**config.mk**
```make
export PLATFORM = sky130hd
export DESIGN_NAME = sha256_stream_hasher_top_flat
export DESIGN_NICKNAME = d
export VERILOG_FILES = /design/src/design/sha256_pkg.sv /design/src/design/sha256_stream_if.sv /design/src/design/sha256_stream_hasher_top.sv /design/src/design/sha256_round.sv /design/src/flat_wrapper.sv
export SDC_FILE = /design/constraint.sdc
export NUM_CORES = 2
export LEC_CHECK = 0
export BUFFER_PORTS_ARGS = -buffer_cell sky130_fd_sc_hd__buf_2
export CAP_MARGIN = 5
export CORE_MARGIN = 2
export CORE_UTILIZATION = 54
export DETAILED_ROUTE_END_ITERATION = 10
export PLACE_DENSITY = 0.7
export REMOVE_ABC_BUFFERS = 1
export SLEW_MARGIN = 20
export SYNTH_ARGS = -nofsm -noshare
export SYNTH_HDL_FRONTEND = slang
export SYNTH_HIERARCHICAL = 1
export SYNTH_SLANG_ARGS = --single-unit
```
**constraint.sdc**
```tcl
create_clock -name clk -period 14.7 [get_ports clk]
set_input_delay 1.47 -clock clk [delete_from_list [all_inputs] [get_ports clk]]
set_output_delay 1.47 -clock clk [all_outputs]
set_load 0.05 [all_outputs]
```
**src/design/sha256_pkg.sv**
```systemverilog
// sha256_pkg: shared types, constants and round functions for the sha-256 hasher
// no dependencies
package sha256_pkg;

  typedef struct packed {
    logic [7:0] msg_byte;
    logic       byte_valid;
    logic       end_of_message;
  } in_item_t;

  typedef struct packed {
    logic [31:0] digest_word;
    logic [2:0]  word_index;
    logic        last_word;
  } out_item_t;

  typedef enum logic [2:0] {
    ST_IDLE,
    ST_PAD,
    ST_LEN,
    ST_COMP,
    ST_EMIT
  } ctl_state_t;

  // compression control between sequencer and round unit
  typedef struct packed {
    logic start;
  } comp_req_t;

  typedef struct packed {
    logic busy;
    logic done;
  } comp_sts_t;

  localparam logic [7:0] PAD_BYTE = 8'h80;
  localparam logic [6:0] LEN_POS  = 7'd56;

  localparam logic [31:0] INIT_HASH [8] = '{
    32'h6a09e667, 32'hbb67ae85, 32'h3c6ef372, 32'ha54ff53a,
    32'h510e527f, 32'h9b05688c, 32'h1f83d9ab, 32'h5be0cd19
  };

  localparam logic [31:0] ROUND_K [64] = '{
    32'h428a2f98, 32'h71374491, 32'hb5c0fbcf, 32'he9b5dba5,
    32'h3956c25b, 32'h59f111f1, 32'h923f82a4, 32'hab1c5ed5,
    32'hd807aa98, 32'h12835b01, 32'h243185be, 32'h550c7dc3,
    32'h72be5d74, 32'h80deb1fe, 32'h9bdc06a7, 32'hc19bf174,
    32'he49b69c1, 32'hefbe4786, 32'h0fc19dc6, 32'h240ca1cc,
    32'h2de92c6f, 32'h4a7484aa, 32'h5cb0a9dc, 32'h76f988da,
    32'h983e5152, 32'ha831c66d, 32'hb00327c8, 32'hbf597fc7,
    32'hc6e00bf3, 32'hd5a79147, 32'h06ca6351, 32'h14292967,
    32'h27b70a85, 32'h2e1b2138, 32'h4d2c6dfc, 32'h53380d13,
    32'h650a7354, 32'h766a0abb, 32'h81c2c92e, 32'h92722c85,
    32'ha2bfe8a1, 32'ha81a664b, 32'hc24b8b70, 32'hc76c51a3,
    32'hd192e819, 32'hd6990624, 32'hf40e3585, 32'h106aa070,
    32'h19a4c116, 32'h1e376c08, 32'h2748774c, 32'h34b0bcb5,
    32'h391c0cb3, 32'h4ed8aa4a, 32'h5b9cca4f, 32'h682e6ff3,
    32'h748f82ee, 32'h78a5636f, 32'h84c87814, 32'h8cc70208,
    32'h90befffa, 32'ha4506ceb, 32'hbef9a3f7, 32'hc67178f2
  };

  function automatic logic [31:0] rotr(input logic [31:0] x, input int unsigned n);
    rotr = (x >> n) | (x << (32 - n));
  endfunction

  function automatic logic [31:0] bsig0(input logic [31:0] x);
    bsig0 = rotr(x, 2) ^ rotr(x, 13) ^ rotr(x, 22);
  endfunction

  function automatic logic [31:0] bsig1(input logic [31:0] x);
    bsig1 = rotr(x, 6) ^ rotr(x, 11) ^ rotr(x, 25);
  endfunction

  function automatic logic [31:0] ssig0(input logic [31:0] x);
    ssig0 = rotr(x, 7) ^ rotr(x, 18) ^ (x >> 3);
  endfunction

  function automatic logic [31:0] ssig1(input logic [31:0] x);
    ssig1 = rotr(x, 17) ^ rotr(x, 19) ^ (x >> 10);
  endfunction

endpackage

```
**src/design/sha256_stream_if.sv**
```systemverilog
// sha256_stream_if: valid/ready channels, input and output, each carrying one payload struct
// depends on sha256_pkg
interface sha256_in_if (input logic clk);
  import sha256_pkg::*;
  logic     valid;
  logic     ready;
  in_item_t data;
  modport source (output valid, output data, input ready);
  modport sink (input valid, input data, output ready);
endinterface

interface sha256_out_if (input logic clk);
  import sha256_pkg::*;
  logic      valid;
  logic      ready;
  out_item_t data;
  modport source (output valid, output data, input ready);
  modport sink (input valid, input data, output ready);
endinterface

```
**src/design/sha256_stream_hasher_top.sv**
```systemverilog
// sha256_stream_hasher_top: byte-stream sha-256 with a shared round unit
// depends on sha256_pkg, sha256_stream_if, sha256_round
//
// a byte that leaves the block unfilled is only buffered; a byte that fills it also
// runs a compression (accept, start, 64 rounds from the single round unit, fold-in)
// end of message adds the 0x80 marker and zeros at one byte a cycle, then the
// length, one or two compressions, then eight digest transactions
// rst (synchronous) restores the initial hash values and clears counts
module sha256_stream_hasher_top (
  input logic clk,
  input logic rst,
  sha256_in_if.sink    in_ch,
  sha256_out_if.source out_ch
);
  import sha256_pkg::*;

  ctl_state_t  state, state_next;
  logic [31:0] hstate [8];
  logic [31:0] blk [16];
  logic [5:0]  fill;          // bytes buffered
  logic [60:0] byte_count;
  logic        eom_pend;      // 0x80 marker still to be written
  logic        pad_act;       // end of message seen, padding under way
  logic        final_blk;     // block now padding or compressing carries the length
  logic [2:0]  widx;
  logic [31:0] vars [8];
  comp_req_t   req;
  comp_sts_t   sts;

  logic        take;
  logic        byte_put;
  logic [7:0]  put_val;
  logic [63:0] bits;

  sha256_round u_round (
    .clk  (clk),
    .rst  (rst),
    .req  (req),
    .blk  (blk),
    .hin  (hstate),
    .vars (vars),
    .sts  (sts)
  );

  assign take = in_ch.valid && in_ch.ready;
  assign bits = {byte_count, 3'b000};

  // next-state logic
  always_comb begin
    state_next = state;
    case (state)
      ST_IDLE: begin
        if (take) begin
          if (in_ch.data.byte_valid && fill == 6'd63) state_next = ST_COMP;
          else if (in_ch.data.end_of_message) state_next = ST_PAD;
        end
      end
      ST_PAD: begin
        // marker then zeros, up to the length slot in the last block, else to block end
        if ({1'b0, fill} == LEN_POS && final_blk) state_next = ST_LEN;
        else if (fill == 6'd63) state_next = ST_COMP;
      end
      ST_LEN: state_next = ST_COMP;
      ST_COMP: begin
        if (sts.done) begin
          if (final_blk) state_next = ST_EMIT;
          else if (pad_act) state_next = ST_PAD;
          else state_next = ST_IDLE;
        end
      end
      ST_EMIT: begin
        if (out_ch.ready && widx == 3'd7) state_next = ST_IDLE;
      end
      default: state_next = ST_IDLE;
    endcase
  end

  // output and control decode
  always_comb begin
    in_ch.ready = 1'b0;
    req.start   = 1'b0;
    byte_put    = 1'b0;
    put_val     = 8'h00;
    case (state)
      ST_IDLE: begin
        in_ch.ready = 1'b1;
        if (take && in_ch.data.byte_valid) begin
          byte_put = 1'b1;
          put_val  = in_ch.data.msg_byte;
        end
      end
      ST_PAD: begin
        if (!({1'b0, fill} == LEN_POS && final_blk)) begin
          byte_put = 1'b1;
          put_val  = eom_pend ? PAD_BYTE : 8'h00;
        end
      end
      // start on entry, once the buffer holds its last write
      ST_COMP: req.start = !sts.busy && !sts.done;
      default: ;
    endcase
  end

  assign out_ch.valid = (state == ST_EMIT);
  assign out_ch.data.digest_word = hstate[widx];
  assign out_ch.data.word_index  = widx;
  assign out_ch.data.last_word   = (widx == 3'd7);

  // block buffer; a byte at a word start clears the rest of the word
  always_ff @(posedge clk) begin
    if (byte_put) begin
      if (fill[1:0] == 2'd0)
        blk[fill[5:2]] <= {put_val, 24'h0};
      else
        blk[fill[5:2]][8*(3-fill[1:0]) +: 8] <= put_val;
    end else if (state == ST_LEN) begin
      blk[14] <= bits[63:32];
      blk[15] <= bits[31:0];
    end
  end

  // control registers
  always_ff @(posedge clk) begin
    if (rst) begin
      state      <= ST_IDLE;
      fill       <= '0;
      byte_count <= '0;
      eom_pend   <= 1'b0;
      pad_act    <= 1'b0;
      final_blk  <= 1'b0;
      widx       <= '0;
      hstate     <= INIT_HASH;
    end else begin
      state <= state_next;
      case (state)
        ST_IDLE: begin
          if (take) begin
            if (in_ch.data.byte_valid) begin
              fill       <= fill + 6'd1;
              byte_count <= byte_count + 61'd1;
            end
            eom_pend  <= in_ch.data.end_of_message;
            pad_act   <= in_ch.data.end_of_message;
            final_blk <= 1'b0;
          end
        end
        ST_PAD: begin
          if (byte_put) begin
            fill <= fill + 6'd1;
            if (eom_pend) begin
              // this write is the 0x80 byte
              eom_pend  <= 1'b0;
              final_blk <= ({1'b0, fill} + 7'd1 <= LEN_POS);
            end
          end
        end
        ST_LEN: fill <= '0;
        ST_COMP: begin
          if (sts.done) begin
            for (int i = 0; i < 8; i++) hstate[i] <= hstate[i] + vars[i];
            fill <= '0;
            // a block closed by the marker with no room for the length
            if (pad_act && !eom_pend) final_blk <= 1'b1;
          end
        end
        ST_EMIT: begin
          if (out_ch.ready) begin
            widx <= widx + 3'd1;
            if (widx == 3'd7) begin
              hstate     <= INIT_HASH;
              byte_count <= '0;
              fill       <= '0;
              final_blk  <= 1'b0;
              pad_act    <= 1'b0;
            end
          end
        end
        default: ;
      endcase
    end
  end
endmodule

```
**src/design/sha256_round.sv**
```systemverilog
// sha256_round: one shared round unit, 64 rounds per block, one a cycle
// depends on sha256_pkg
module sha256_round (
  input  logic                   clk,
  input  logic                   rst,
  input  sha256_pkg::comp_req_t  req,
  input  logic [31:0]            blk [16],
  input  logic [31:0]            hin [8],
  output logic [31:0]            vars [8],
  output sha256_pkg::comp_sts_t  sts
);
  import sha256_pkg::*;

  logic [31:0] win [16];
  logic [5:0]  rnd;
  logic        busy;
  logic        done;
  logic [31:0] w_cur, t1, t2, w_new;

  always_comb begin
    w_new = win[0] + ssig0(win[1]) + win[9] + ssig1(win[14]);
    w_cur = win[0];
    t1 = vars[7] + bsig1(vars[4]) + ((vars[4] & vars[5]) ^ (~vars[4] & vars[6]))
       + ROUND_K[rnd] + w_cur;
    t2 = bsig0(vars[0]) + ((vars[0] & vars[1]) ^ (vars[0] & vars[2]) ^ (vars[1] & vars[2]));
  end

  // window shifts down each round; slot 15 takes the next schedule word
  always_ff @(posedge clk) begin
    if (req.start) begin
      win  <= blk;
      vars <= hin;
    end else if (busy) begin
      for (int i = 0; i < 15; i++) win[i] <= win[i+1];
      win[15] <= w_new;
      vars[7] <= vars[6];
      vars[6] <= vars[5];
      vars[5] <= vars[4];
      vars[4] <= vars[3] + t1;
      vars[3] <= vars[2];
      vars[2] <= vars[1];
      vars[1] <= vars[0];
      vars[0] <= t1 + t2;
    end
  end

  always_ff @(posedge clk) begin
    if (rst) begin
      busy <= 1'b0;
      done <= 1'b0;
      rnd  <= '0;
    end else begin
      done <= 1'b0;
      if (req.start) begin
        busy <= 1'b1;
        rnd  <= '0;
      end else if (busy) begin
        rnd <= rnd + 6'd1;
        if (rnd == 6'd63) begin
          busy <= 1'b0;
          done <= 1'b1;
        end
      end
    end
  end

  assign sts.busy = busy;
  assign sts.done = done;
endmodule

```
**src/flat_wrapper.sv**
```systemverilog
// flat-port wrapper written by rule: the top's interface ports become plain ports
module sha256_stream_hasher_top_flat import sha256_pkg::*;
  (clk, rst, in_ch_valid, in_ch_data, in_ch_ready, out_ch_valid, out_ch_data, out_ch_ready);
  sha256_in_if in_ch_i (.clk(clk));
  sha256_out_if out_ch_i (.clk(clk));
  input logic clk;
  input logic rst;
  input wire logic [$bits(in_ch_i.valid)-1:0] in_ch_valid;
  input wire logic [$bits(in_ch_i.data)-1:0] in_ch_data;
  output wire logic [$bits(in_ch_i.ready)-1:0] in_ch_ready;
  output wire logic [$bits(out_ch_i.valid)-1:0] out_ch_valid;
  output wire logic [$bits(out_ch_i.data)-1:0] out_ch_data;
  input wire logic [$bits(out_ch_i.ready)-1:0] out_ch_ready;
  assign in_ch_i.valid = in_ch_valid;
  assign in_ch_i.data = in_ch_data;
  assign in_ch_ready = in_ch_i.ready;
  assign out_ch_valid = out_ch_i.valid;
  assign out_ch_data = out_ch_i.data;
  assign out_ch_i.ready = out_ch_ready;
  sha256_stream_hasher_top u_core (.clk(clk), .rst(rst), .in_ch(in_ch_i), .out_ch(out_ch_i));
endmodule
```
==> PnR_summary.wiki <==
{| class="wikitable"
! Metric !! Value
|-
| Vertical extent of the die || 418.3 um
|-
| GRT Residual Overflow || 0
|-
| Share of the cycle needed by the critical path after routing || 64.44%
|-
| Run status || completed
|-
| Placement Rows || 152
|-
| Post-synthesis sequential area ratio || 48.80%
|-
| Root Driver || clkbuf_16
|-
| Initial core utilization || 54.16%
|-
| Cell count after synthesis || 8293
|-
| Total wire length after detailed routing || 292.4 mm
|-
| Number of failing hold endpoints at the final stage || 0
|-
| Skew final || 70.47 ps
|-
| Buffer depth of the longest clock path || 3
|-
| Count of unique library cells instantiated by Yosys || 101
|-
| Most common library cell in the layout ignoring fill and taps || edfxtp_1
|-
| Hold crit path type || flop to flop
|-
| DPL Wire Length || 211.3 mm
|-
| Reg clk slew, reported paths || 60 ps
|-
| Horizontal die dimension || 418.3 um
|-
| Clock Sinks || 1620
|-
| Async set or reset register ratio after synthesis || 0%
|-
| Clock H-tree levels || 4
|-
| Number of max-cap violations || 0
|-
| Startpoint kind of the worst setup timing path || flop
|-
| Number of endpoints failing setup at the final stage || 0
|-
| Final Max Slew Viols || 0
|-
| Resized cells post-CTS || 0
|-
| Pin count of the biggest net entering global routing || 183
|-
| Flop and latch count out of synthesis || 1620
|-
| Fraction of the core area covered by cells at the end of the flow || 58.91%
|-
| Number of buffers added by the clock tree synthesis step || 172
|-
| Post-detailed-route via-to-cell ratio || 6.301
|-
| Area of placed instances || 95140 sq um
|-
| Core ar. || 171200 sq um
|-
| Number of design-rule violations left by the first detailed-router iteration || 6260
|-
| Slowest library cell on the worst path || clkinv_1
|-
| Arrival time at the worst endpoint || 10120 ps
|-
| Post-CTS setup buffer count || 0
|-
| Number of flops mapped to enable cells by yosys || 1280
|-
| Avg Inst Size Synth || 11.18 sq um
|-
| # DRC || 0
|-
| Die footprint || 175000 sq um
|-
| Area grow syn2layout || 8.764%
|-
| Initial antenna violation count || 7
|-
| Routability Congestion || 1.007
|-
| Max Fclk || 105.6 MHz
|-
| Via total after detailed routing || 66662
|-
| YS warnings || 6
|-
| Setup repair after global routing missed its margin || false
|-
| Number of buffers added to fix hold violations after cts || 0
|-
| First-pass DRT Iterations || 6
|-
| Data required time at the worst endpoint || 15350 ps
|-
| Clock tree from TritonCTS || done
|-
| Vias in the first global route || 65414
|-
| Setup Crit Path Kind || flop to flop
|-
| Number of nets in the final layout || 8809
|-
| Slew Limit Headroom || 18.25%
|-
| Min cycle time layout || 9473 ps
|-
| Number of I/O port buffers || 51
|-
| Wire length of the first global-routing pass || 428.1 mm
|-
| Highest-count cells in the layout ignoring fill and taps || 1280 x edfxtp_1, 912 x nor2_1, 716 x mux2_2
|-
| Slew at the pin closest to its max-slew limit || 1211 ps
|-
| Remaining number of nets flagged by the antenna check after routing || 0
|-
| Cell area after synthesis || 92710 sq um
|-
| Routed length per placed instance || 27.64 um
|-
| Crit. End Element || flop
|-
| Final cell area excluding filler cells || 100800 sq um
|-
| Final-layout setup total negative slack || 0 ps
|-
| Hold Slack || 474.1 ps
|-
| Main flop type after synthesis || edfxtp_1
|-
| Clock Latency Late Sink || 860 ps
|-
| Total of fill cells in the finished design || 14012
|-
| Boundary pin count || 52
|-
| Crit path max fanout || 57
|-
| Fraction of layout instances using a drive strength above 1 || 15.61%
|-
| Aggregate global-route resource usage || 33.10%
|-
| Crit-path max cell delay || 740 ps
|}
-- cells in the mapped netlist, types with 195 or more instances --
master | number | share of area, %
nor2_1 | 920 | 3.7
xnor2_1 | 410 | 3.9
nand2_1 | 566 | 2.3
a21oi_1 | 541 | 2.9
fa_1 | 195 | 4.2
ha_1 | 402 | 5.4
a21o_1 | 200 | 1.6
mux2_2 | 716 | 8.7
o21ai_0 | 428 | 2.3
edfxtp_1 | 1280 | 41
clkbuf_1 | 384 | 1.6
inv_1 | 327 | 1.3
xor2_1 | 218 | 2.1
dfxtp_1 | 340 | 7.3
-- critical path, delay by kind of cell, from the launching register on --
kind / cells / cell delay [ps]
AO/OA/AOI/OAI: 15 / 4110
adder cells (fa/ha/maj): 4 / 1650
buffers and inverters: 3 / 1290
AND/OR/NAND/NOR: 5 / 1130
multiplexers: 1 / 530
flip-flops: 1 / 310
XOR/XNOR: 1 / 200
-- registers in the layout, summed over array words and instances (netlist names), 3 cells and up --
signal / cells
u_core/hstate: 256
u_core/state: 3
u_core/fill: 6
u_core/u_round/win: 480
u_core/u_round/rnd: 6
u_core/blk: 512
u_core/byte_count: 61
u_core/u_round/w_cur: 32
u_core/u_round/vars: 256
u_core/widx: 3
-- through the flow --
stage,instances,worst slack (ps)
after floorplan,7867,-75430
after global placement,10257,5324
after detailed placement,10257,5419
after CTS,10575,5361
after global routing,10575,4596
final,10579,5227
-- layer usage --
layer / GRT usage, % / part of all wire [%] / vias up
met5: 0 / 0.078 / -
met4: 19.68 / 6.8 / 6
met2: 54.81 / 48 / 2927
met3: 4.825 / 6.9 / 729
met1: 41.25 / 38 / 33217
li1: - / - / 29783
-- kinds of logic (layout without fill, tap and decap cells) --
group                    Yosys count  after routing  synth area share [%]
adder cells (fa/ha/maj)          618            618                 9.863
XOR/XNOR                         629            629                 5.951
buffers and inverters            759            808                 3.083
flip-flops                      1620           1620                 48.80
other                              0              4                     0
AND/OR/NAND/NOR                 2138           2138                 10.14
AO/OA/AOI/OAI                   1715           1715                 11.49
multiplexers                     814            814                 10.67
-- path summary, 6_finish.rpt --
path | cells past startpoint | from | slack, ps | end
worst min-delay path | 2 | u_core/pad_act | 470 | u_core/pad_act
worst min register to register | 2 | u_core/pad_act | 470 | u_core/pad_act
worst max-delay path | 29 | u_core/u_round/rnd[3] | 5230 | u_core/u_round/vars[254]
worst max register to register | 29 | u_core/u_round/rnd[3] | 5230 | u_core/u_round/vars[254]
-- layout make-up --
| class | count | area (sq um) | share of cell area (%) |
|---|---|---|---|
| Antenna cell | 4 | 10.01 | 0.009927 |
| Clock buffer | 216 | 4581 | 4.543 |
| Clock inverter | 102 | 1081 | 1.072 |
| Inverter | 333 | 1250 | 1.240 |
| Multi-Input combinational cell | 5914 | 44760 | 44.39 |
| Sequential cell | 1620 | 45260 | 44.88 |
| Tap cell | 2233 | 2794 | 2.771 |
| Timing Repair Buffer | 157 | 1099 | 1.090 |
Power is not shown: default switching activity piles up to over one toggle a cycle in this logic, so the estimate is an artifact.
